`src/hdl/etn_pkg.sv`:
```
package etn_pkg;

    localparam int X_W        = 21;
    localparam int AX_W       = 20;
    localparam int MAG_W      = 42;
    localparam int PROD_W     = MAG_W + AX_W;
    localparam int FRAC_SHIFT = 16;
    localparam int DIVD_W     = PROD_W - FRAC_SHIFT;
    localparam int SUM_W      = 48;
    localparam int CNT_W      = 7;
    localparam int EPS_W      = 33;
    localparam int DIV_CNT_W  = $clog2(DIVD_W + 1);
    localparam int PC_W       = 4;

    localparam int MAX_TERMS = 64;

    localparam logic [EPS_W-1:0]      EPS_RESET = EPS_W'(4295);
    localparam logic [MAG_W-1:0]      ONE_Q32   = MAG_W'(1) << 32;
    localparam logic signed [X_W-1:0] X_LIMIT   = X_W'(524288);

    // Microprogram entry points.
    localparam logic [PC_W-1:0] STEP_IDLE     = 4'd0;
    localparam logic [PC_W-1:0] STEP_CHECK    = 4'd1;
    localparam logic [PC_W-1:0] STEP_LIMCHK   = 4'd2;
    localparam logic [PC_W-1:0] STEP_ACCUM    = 4'd3;
    localparam logic [PC_W-1:0] STEP_DIVINIT  = 4'd4;
    localparam logic [PC_W-1:0] STEP_DIVLOOP  = 4'd5;
    localparam logic [PC_W-1:0] STEP_DIVDONE  = 4'd6;
    localparam logic [PC_W-1:0] STEP_SETLIMIT = 4'd7;
    localparam logic [PC_W-1:0] STEP_EMIT     = 4'd8;
    localparam logic [PC_W-1:0] STEP_RETURN   = 4'd9;

    typedef enum logic [2:0] {
        OP_NONE,
        OP_LOAD,
        OP_ACCUM,
        OP_DIV_INIT,
        OP_DIV_STEP,
        OP_DIV_DONE,
        OP_SET_LIMIT,
        OP_EMIT
    } t_op;

    typedef enum logic [2:0] {
        C_NEVER,
        C_ALWAYS,
        C_NO_IN,
        C_MAG_LE_EPS,
        C_LIMIT,
        C_DIV_MORE,
        C_OUT_BUSY
    } t_cond;

    typedef struct packed {
        t_op             op;
        t_cond           cond;
        logic [PC_W-1:0] target;
    } t_ucode;

    typedef struct packed {
        logic in_valid;
        logic mag_le_eps;
        logic limit_reached;
        logic div_last;
        logic out_busy;
    } t_status;

endpackage

```
`src/hdl/etn_ucode_rom.sv`:
```
module etn_ucode_rom (
    input  logic [etn_pkg::PC_W-1:0] i_pc,
    output etn_pkg::t_ucode          o_ucode
);

    always_comb begin
        case (i_pc)
            etn_pkg::STEP_IDLE:
                o_ucode = '{etn_pkg::OP_LOAD, etn_pkg::C_NO_IN, etn_pkg::STEP_IDLE};
            etn_pkg::STEP_CHECK:
                o_ucode = '{etn_pkg::OP_NONE, etn_pkg::C_MAG_LE_EPS, etn_pkg::STEP_EMIT};
            etn_pkg::STEP_LIMCHK:
                o_ucode = '{etn_pkg::OP_NONE, etn_pkg::C_LIMIT, etn_pkg::STEP_SETLIMIT};
            etn_pkg::STEP_ACCUM:
                o_ucode = '{etn_pkg::OP_ACCUM, etn_pkg::C_NEVER, etn_pkg::STEP_IDLE};
            etn_pkg::STEP_DIVINIT:
                o_ucode = '{etn_pkg::OP_DIV_INIT, etn_pkg::C_NEVER, etn_pkg::STEP_IDLE};
            etn_pkg::STEP_DIVLOOP:
                o_ucode = '{etn_pkg::OP_DIV_STEP, etn_pkg::C_DIV_MORE, etn_pkg::STEP_DIVLOOP};
            etn_pkg::STEP_DIVDONE:
                o_ucode = '{etn_pkg::OP_DIV_DONE, etn_pkg::C_ALWAYS, etn_pkg::STEP_CHECK};
            etn_pkg::STEP_SETLIMIT:
                o_ucode = '{etn_pkg::OP_SET_LIMIT, etn_pkg::C_NEVER, etn_pkg::STEP_IDLE};
            etn_pkg::STEP_EMIT:
                o_ucode = '{etn_pkg::OP_EMIT, etn_pkg::C_OUT_BUSY, etn_pkg::STEP_EMIT};
            etn_pkg::STEP_RETURN:
                o_ucode = '{etn_pkg::OP_NONE, etn_pkg::C_ALWAYS, etn_pkg::STEP_IDLE};
            default:
                o_ucode = '{etn_pkg::OP_NONE, etn_pkg::C_ALWAYS, etn_pkg::STEP_IDLE};
        endcase
    end

endmodule

```
`src/hdl/etn_div.sv`:
```
module etn_div (
    input  logic                           i_clk,
    input  logic                           i_rst_n,
    input  logic                           i_start,
    input  logic                           i_step,
    input  logic [etn_pkg::DIVD_W-1:0]     i_dividend,
    input  logic [etn_pkg::CNT_W-1:0]      i_divisor,
    output logic [etn_pkg::DIVD_W-1:0]     o_quotient,
    output logic                           o_last
);

    logic [etn_pkg::CNT_W-1:0]     r_rem;
    logic [etn_pkg::DIVD_W-1:0]    r_quo;
    logic [etn_pkg::DIV_CNT_W-1:0] r_cnt;
    logic [etn_pkg::CNT_W:0]       c_trial;
    logic [etn_pkg::CNT_W:0]       c_diff;
    logic                          c_ge;

    // Restoring division: the dividend shifts out of the top of r_quo while
    // quotient bits shift in at the bottom, one bit per cycle.
    always_comb begin
        c_trial = {r_rem, r_quo[etn_pkg::DIVD_W-1]};
        c_ge    = c_trial >= {1'b0, i_divisor};
        c_diff  = c_trial - {1'b0, i_divisor};
    end

    always_ff @(posedge i_clk) begin
        if (!i_rst_n) begin
            r_cnt <= '0;
        end else if (i_start) begin
            r_cnt <= etn_pkg::DIV_CNT_W'(etn_pkg::DIVD_W);
        end else if (i_step) begin
            r_cnt <= r_cnt - 1'b1;
        end
    end

    always_ff @(posedge i_clk) begin
        if (i_start) begin
            r_rem <= '0;
            r_quo <= i_dividend;
        end else if (i_step) begin
            r_rem <= c_ge ? c_diff[etn_pkg::CNT_W-1:0] : c_trial[etn_pkg::CNT_W-1:0];
            r_quo <= {r_quo[etn_pkg::DIVD_W-2:0], c_ge};
        end
    end

    assign o_quotient = r_quo;
    assign o_last     = r_cnt == etn_pkg::DIV_CNT_W'(1);

endmodule

```
`src/hdl/etn_datapath.sv`:
```
module etn_datapath (
    input  logic                              i_clk,
    input  logic                              i_rst_n,
    input  etn_pkg::t_op                      i_op,
    input  logic                              i_in_valid,
    input  logic signed [etn_pkg::X_W-1:0]    i_x_value,
    input  logic                              i_cfg_we,
    input  logic [etn_pkg::EPS_W-1:0]         i_cfg_wdata,
    input  logic                              i_out_stall,
    output etn_pkg::t_status                  o_status,
    output logic                              o_out_valid,
    output logic signed [etn_pkg::SUM_W-1:0]  o_sum_value,
    output logic [etn_pkg::CNT_W-1:0]         o_term_count,
    output logic                              o_limit_hit
);

    logic [etn_pkg::EPS_W-1:0]        r_eps;
    logic [etn_pkg::AX_W-1:0]         r_ax;
    logic                             r_x_pos;
    logic [etn_pkg::MAG_W-1:0]        r_mag;
    logic                             r_neg;
    logic signed [etn_pkg::SUM_W-1:0] r_sum;
    logic [etn_pkg::CNT_W-1:0]        r_n;
    logic [etn_pkg::PROD_W-1:0]       r_prod;
    logic                             r_limit;
    logic                             r_out_valid;
    logic signed [etn_pkg::SUM_W-1:0] r_out_sum;
    logic [etn_pkg::CNT_W-1:0]        r_out_cnt;
    logic                             r_out_lim;

    logic signed [etn_pkg::X_W-1:0]   c_x;
    logic [etn_pkg::X_W-1:0]          c_ax;
    logic signed [etn_pkg::SUM_W-1:0] c_mag_ext;
    logic                             c_load;
    logic                             c_emit;
    logic                             c_out_busy;
    logic [etn_pkg::DIVD_W-1:0]       w_quotient;
    logic                             w_div_last;

    etn_div u_div (
        .i_clk      (i_clk),
        .i_rst_n    (i_rst_n),
        .i_start    (i_op == etn_pkg::OP_DIV_INIT),
        .i_step     (i_op == etn_pkg::OP_DIV_STEP),
        .i_dividend (r_prod[etn_pkg::PROD_W-1:etn_pkg::FRAC_SHIFT]),
        .i_divisor  (r_n),
        .o_quotient (w_quotient),
        .o_last     (w_div_last)
    );

    always_comb begin
        if (i_x_value > etn_pkg::X_LIMIT) begin
            c_x = etn_pkg::X_LIMIT;
        end else if (i_x_value < -etn_pkg::X_LIMIT) begin
            c_x = -etn_pkg::X_LIMIT;
        end else begin
            c_x = i_x_value;
        end
        c_ax       = (c_x < 0) ? -c_x : c_x;
        c_mag_ext  = {{(etn_pkg::SUM_W - etn_pkg::MAG_W){1'b0}}, r_mag};
        c_out_busy = r_out_valid && i_out_stall;
        c_load     = (i_op == etn_pkg::OP_LOAD) && i_in_valid;
        c_emit     = (i_op == etn_pkg::OP_EMIT) && !c_out_busy;
    end

    always_comb begin
        o_status.in_valid      = i_in_valid;
        o_status.mag_le_eps    = r_mag <= {{(etn_pkg::MAG_W - etn_pkg::EPS_W){1'b0}}, r_eps};
        o_status.limit_reached = r_n >= etn_pkg::CNT_W'(etn_pkg::MAX_TERMS);
        o_status.div_last      = w_div_last;
        o_status.out_busy      = c_out_busy;
    end

    always_ff @(posedge i_clk) begin
        if (!i_rst_n) begin
            r_eps <= etn_pkg::EPS_RESET;
        end else if (i_cfg_we) begin
            r_eps <= i_cfg_wdata;
        end
    end

    always_ff @(posedge i_clk) begin
        if (c_load) begin
            r_ax    <= c_ax[etn_pkg::AX_W-1:0];
            r_x_pos <= c_x > 0;
            r_mag   <= etn_pkg::ONE_Q32;
            r_neg   <= 1'b0;
            r_sum   <= '0;
            r_n     <= '0;
            r_limit <= 1'b0;
        end else begin
            case (i_op)
                etn_pkg::OP_ACCUM: begin
                    r_sum  <= r_neg ? r_sum - c_mag_ext : r_sum + c_mag_ext;
                    r_n    <= r_n + 1'b1;
                    r_prod <= r_mag * r_ax;
                    r_neg  <= r_neg != r_x_pos;
                end
                etn_pkg::OP_DIV_DONE: begin
                    r_mag <= w_quotient[etn_pkg::MAG_W-1:0];
                    // A term that truncates to zero counts as positive.
                    if (w_quotient == '0) begin
                        r_neg <= 1'b0;
                    end
                end
                etn_pkg::OP_SET_LIMIT: begin
                    r_limit <= 1'b1;
                end
                default: begin
                end
            endcase
        end
    end

    always_ff @(posedge i_clk) begin
        if (!i_rst_n) begin
            r_out_valid <= 1'b0;
        end else if (c_emit) begin
            r_out_valid <= 1'b1;
        end else if (!i_out_stall) begin
            r_out_valid <= 1'b0;
        end
    end

    always_ff @(posedge i_clk) begin
        if (c_emit) begin
            r_out_sum <= r_sum;
            r_out_cnt <= r_n;
            r_out_lim <= r_limit;
        end
    end

    assign o_out_valid  = r_out_valid;
    assign o_sum_value  = r_out_sum;
    assign o_term_count = r_out_cnt;
    assign o_limit_hit  = r_out_lim;

endmodule

```
`src/hdl/etn_seq.sv`:
```
module etn_seq (
    input  logic                      i_clk,
    input  logic                      i_rst_n,
    input  etn_pkg::t_ucode           i_ucode,
    input  etn_pkg::t_status          i_status,
    output logic [etn_pkg::PC_W-1:0]  o_pc
);

    logic [etn_pkg::PC_W-1:0] r_pc;
    logic [etn_pkg::PC_W-1:0] n_pc;
    logic                     c_jump;

    always_comb begin
        case (i_ucode.cond)
            etn_pkg::C_NEVER:      c_jump = 1'b0;
            etn_pkg::C_ALWAYS:     c_jump = 1'b1;
            etn_pkg::C_NO_IN:      c_jump = !i_status.in_valid;
            etn_pkg::C_MAG_LE_EPS: c_jump = i_status.mag_le_eps;
            etn_pkg::C_LIMIT:      c_jump = i_status.limit_reached;
            etn_pkg::C_DIV_MORE:   c_jump = !i_status.div_last;
            etn_pkg::C_OUT_BUSY:   c_jump = i_status.out_busy;
            default:               c_jump = 1'b1;
        endcase
        n_pc = c_jump ? i_ucode.target : r_pc + 1'b1;
    end

    always_ff @(posedge i_clk) begin
        if (!i_rst_n) begin
            r_pc <= etn_pkg::STEP_IDLE;
        end else begin
            r_pc <= n_pc;
        end
    end

    assign o_pc = r_pc;

endmodule

```
`src/hdl/exp_neg_taylor_series_core.sv`:
```
// Evaluates e^(-x) by its Taylor series for a signed Q4.16 argument, saturated
// to -8..8, and returns the Q16.32 sum, the number of terms added and a flag
// set when 64 terms were added while the next term still exceeded epsilon.
// Epsilon is a 33-bit Q1.32 threshold (reset 4295, about 1e-6); write it only
// while the block is idle. One word is taken at a time: the input is stalled
// from acceptance until the sequencer is back at its idle step, after the
// emit step has moved the result into the output register and the return
// step has run. Each term passes through the check, limit check, accumulate,
// divider start, divider loop and divider done steps; the divider produces
// one quotient bit per cycle over a 46-bit dividend. When the term limit ends
// the loop, a set-limit step comes before the emit step. A result still
// stalled in the output register holds the following word at its emit step.
module exp_neg_taylor_series_core (
    input  logic                              i_clk,
    input  logic                              i_rst_n,
    input  logic                              i_in_valid,
    output logic                              o_in_stall,
    input  logic signed [etn_pkg::X_W-1:0]    i_x_value,
    input  logic                              i_cfg_we,
    input  logic [etn_pkg::EPS_W-1:0]         i_cfg_wdata,
    output logic                              o_out_valid,
    input  logic                              i_out_stall,
    output logic signed [etn_pkg::SUM_W-1:0]  o_sum_value,
    output logic [etn_pkg::CNT_W-1:0]         o_term_count,
    output logic                              o_limit_hit
);

    logic [etn_pkg::PC_W-1:0] w_pc;
    etn_pkg::t_ucode          w_ucode;
    etn_pkg::t_status         w_status;

    etn_seq u_seq (
        .i_clk    (i_clk),
        .i_rst_n  (i_rst_n),
        .i_ucode  (w_ucode),
        .i_status (w_status),
        .o_pc     (w_pc)
    );

    etn_ucode_rom u_rom (
        .i_pc    (w_pc),
        .o_ucode (w_ucode)
    );

    etn_datapath u_dp (
        .i_clk        (i_clk),
        .i_rst_n      (i_rst_n),
        .i_op         (w_ucode.op),
        .i_in_valid   (i_in_valid),
        .i_x_value    (i_x_value),
        .i_cfg_we     (i_cfg_we),
        .i_cfg_wdata  (i_cfg_wdata),
        .i_out_stall  (i_out_stall),
        .o_status     (w_status),
        .o_out_valid  (o_out_valid),
        .o_sum_value  (o_sum_value),
        .o_term_count (o_term_count),
        .o_limit_hit  (o_limit_hit)
    );

    assign o_in_stall = w_pc != etn_pkg::STEP_IDLE;

    // An accepted word always starts the program.
    a_accept_starts: assert property (@(posedge i_clk) disable iff (!i_rst_n)
        i_in_valid && !o_in_stall |=> w_pc == etn_pkg::STEP_CHECK)
        else $error("accepted word did not start the term loop");

    // The limit flag only comes with a full term count.
    a_limit_count: assert property (@(posedge i_clk) disable iff (!i_rst_n)
        o_out_valid && o_limit_hit |->
            o_term_count == etn_pkg::CNT_W'(etn_pkg::MAX_TERMS))
        else $error("limit flag with a short term count");

    // With no term added the sum must still be zero.
    a_empty_sum: assert property (@(posedge i_clk) disable iff (!i_rst_n)
        o_out_valid && !o_limit_hit && o_term_count == '0 |-> o_sum_value == '0)
        else $error("nonzero sum with no terms added");

endmodule
```
`config.mk`:
```
export PLATFORM = sky130hd
export DESIGN_NAME = exp_neg_taylor_series_core
export DESIGN_NICKNAME = d
export VERILOG_FILES = /design/src/hdl/etn_pkg.sv /design/src/hdl/etn_ucode_rom.sv /design/src/hdl/etn_div.sv /design/src/hdl/etn_datapath.sv /design/src/hdl/etn_seq.sv /design/src/hdl/exp_neg_taylor_series_core.sv
export SDC_FILE = /design/constraint.sdc
export NUM_CORES = 2
export LEC_CHECK = 0
export BUFFER_PORTS_ARGS = -buffer_cell sky130_fd_sc_hd__clkbuf_2
export CORE_MARGIN = 3
export CORE_UTILIZATION = 30
export DETAILED_ROUTE_END_ITERATION = 10
export MAX_ROUTING_LAYER = met4
export SLEW_MARGIN = 5
export SYNTH_ARGS = -nofsm -noshare
export SYNTH_HDL_FRONTEND = slang
export SYNTH_SLANG_ARGS = --single-unit
export TNS_END_PERCENT = 5
```
`constraint.sdc`:
```
create_clock -name i_clk -period 9.55 [get_ports i_clk]
set_clock_uncertainty 0.2 [all_clocks]
set_input_delay 0.955 -clock i_clk [delete_from_list [all_inputs] [get_ports i_clk]]
set_output_delay 0.955 -clock i_clk [all_outputs]
set_load 0.005 [all_outputs]
```
==> out/qor.yml <==
status: "completed"
grt_pass1_vias: 32700
syn_area_um2: 42500
grt.busiest_layer: "met2"
crit_top_cell: "fa_1"
most-common-layout-cells: "inv_1 (811), nand2_1 (762), fa_1 (717), and2_1 (320), ha_1 (268)"
cts_made_buffers: 38
relSlewSlack: 0.188
max_freq_mhz: 118
grtUsageMet2: 0.260
clk_pin_slew_ns: 0.06
place_congestion: 0.906
post-route-drc-count: 0
use_met3: 0.0295
wirelength_um: 118000
worstMarginPinSlew_ns: 1.22
setup-tns-final_ns: 0
cts_tree: "done"
path_max_fanout: 23
syn_area_per_cell_um2: 9.18
finalSetupViolCount: 0
start_util: 0.303
post-route-min-period_ns: 8.51
rows: 137
worstPathRequired_ns: 9.67
startpoint_type: "register"
regArea_um2: 8280
ys_seq_area_frac: 0.195
h-tree-depth: 2
first_pass_iters: 7
layout_commonest_cell: "inv_1"
met1_usage: 0.229
synth-seq-cells: 329
synth_xor_area_frac: 0.0318
ys_types: 81
hold_violations: 0
grt_pass1_wl_um: 187000
root_buffer: "clkbuf_16"
synth_flop_cell: "edfxtp_1"
grt_use_total: 0.167
overflow: 0
postRouteAntennaNets: 0
slowest_stage: "edfxtp_1"
yosysWarningCount: 0
synth_fa_ha_area_frac: 0.417
post_drt_wl_per_cell_um: 18.2
port_buffers: 116
slew_viol_final: 0
antenna_found_initial: 5
layout-drive-gt1-share: 0.0764
synth-simple-area-share: 0.160
synth_edf_count: 169
fin_crit_sh: 0.891
synthMuxAreaShare: 0.0232
slowest_delay_ns: 1.02
multi_input_area_um2: 30100
die_w_um: 382
die-area_um2: 146000
die_height_um: 382
cp-end-kind: "register"
synth_compound_area_frac: 0.0774
path_class: "register to register"
cts_sinks: 329
hold_buffers: 0
crit_chain: "buf_4 > and2_1 > fa_1 > fa_1 > inv_1 > fa_1 > inv_1 > fa_1 > fa_1 > fa_1 > inv_1 > fa_1 > inv_1 > ha_1 > a21o_1 > a21o_1 > a21oi_1 > o31ai_1 > a21oi_1 > o21ai_1 > a31oi_1 > o21ai_1 > and4_1 > or3_1"
clockBufferDepth: 3
area_delta_synth_final_pct: 9.33
rsz0062_at_grt: "false"
critPathArrivalTime_ns: 8.62
synth_cells: 4624
cts.repair.resized: 0
drtIter0Drc: 2076
grt_max_degree: 66
place_hpwl_um: 93100
synthArstFlopShare: 0
core-area_um2: 140000
clk-insertion-delay-late_ns: 0.58
drv_cap: 0
via_per_inst: 4.81
postCtsSetupBuffers: 0
worstHoldPathType: "register to register"
fin_nets: 5663
syn_nets: 5668
fillers: 14500
synth_top_family_by_area: "adder cells"
vias: 31400
ios: 117
==> flip-flops by register name (all words and copies together) (netlist names) <==
register,count
u_dp.r_ax,20
u_dp.u_div.r_rem,7
u_dp.r_x_pos,1
u_dp.o_term_count,7
u_dp.u_div.r_cnt,6
u_rom.o_ucode,10
u_dp.o_out_valid,1
u_dp.u_div.o_quotient,46
u_dp.r_sum,48
u_dp.r_prod,46
u_dp.o_sum_value,48
u_dp.r_eps,33
u_dp.r_limit,1
u_dp.r_n,7
u_seq.o_pc,4
u_dp.o_limit_hit,1
u_dp.r_neg,1
u_dp.r_mag,42
==> cell families after synthesis <==
logic type / Yosys count
fa+ha+maj: 985
buf+inv: 1076
simple gates: 1458
xor+xnor: 154
flops: 329
mux: 91
compound gates: 531
==> synth_stat cells, drive strengths merged (98+ instances only) <==
library cell | instances | share of area
a21oi | 219 | 0.026
and2 | 321 | 0.047
clkbuf | 250 | 0.022
dfxtp | 160 | 0.075
edfxtp | 169 | 0.12
fa | 717 | 0.34
ha | 268 | 0.079
inv | 814 | 0.072
nand2 | 762 | 0.067
nor2 | 162 | 0.014
o21ai | 98 | 0.012
xnor2 | 104 | 0.021
==> layout make-up <==
cell class              count  share of cell area
multi-input cells        3219               0.649
flip-flops and latches    329               0.178
inverters                 815              0.0660
well taps                1876              0.0506
repair buffers            216              0.0287
clock buffers              44              0.0214
clock inverters            24             0.00534
diodes                      4            0.000216
==> worst paths after layout <==
path	startpoint	endpoint	slack [ns]	depth (start not counted)
setup / recovery	u_dp.r_ax[2]	u_dp.r_prod[61]	1.04	24
hold / removal	u_dp.r_n[5]	u_dp.o_term_count[5]	0.23	0
setup reg to reg	u_dp.r_ax[2]	u_dp.r_prod[61]	1.04	24
hold reg to reg	u_dp.r_n[5]	u_dp.o_term_count[5]	0.23	0
==> per-stage QoR <==
| stage | util | hold slack (ns) | instances | instance area, um^2 | worst slack (ns) |
|---|---|---|---|---|---|
| 2_1_floorplan | - | 0.208 | 4624 | 42500 | 2.29 |
| 3_3_place_gp | 0.322 | 0.222 | 6455 | 45200 | 1.15 |
| 3_5_place_dp | 0.322 | 0.222 | 6455 | 45200 | 1.11 |
| 4_1_cts | 0.331 | 0.235 | 6523 | 46400 | 1.09 |
| 5_1_grt | 0.331 | 0.239 | 6526 | 46400 | 0.695 |
| 6_report | 0.331 | 0.235 | 6527 | 46400 | 1.04 |
==> per-layer routing <==
| metal | share of wire | wire, um |
|---|---|---|
| met1 | 0.45 | 53300 |
| met2 | 0.45 | 53700 |
| met3 | 0.074 | 8730 |
| met4 | 0.023 | 2740 |
| met5 | 0 | 0 |
==> worst max-delay path: cells and delay by family, from the launching register on <==
kind	cells	cell delay (ns)
adders and majority gates	8	3.75
AOI/OAI and AO/OA	8	1.85
DFF	1	1.02
and+or+nand+nor	3	0.77
buffers and inverters	5	0.66
Power is left out: the tool's default activity adds up to more than one toggle a clock period on the data nets, which glitch-free logic cannot reach.
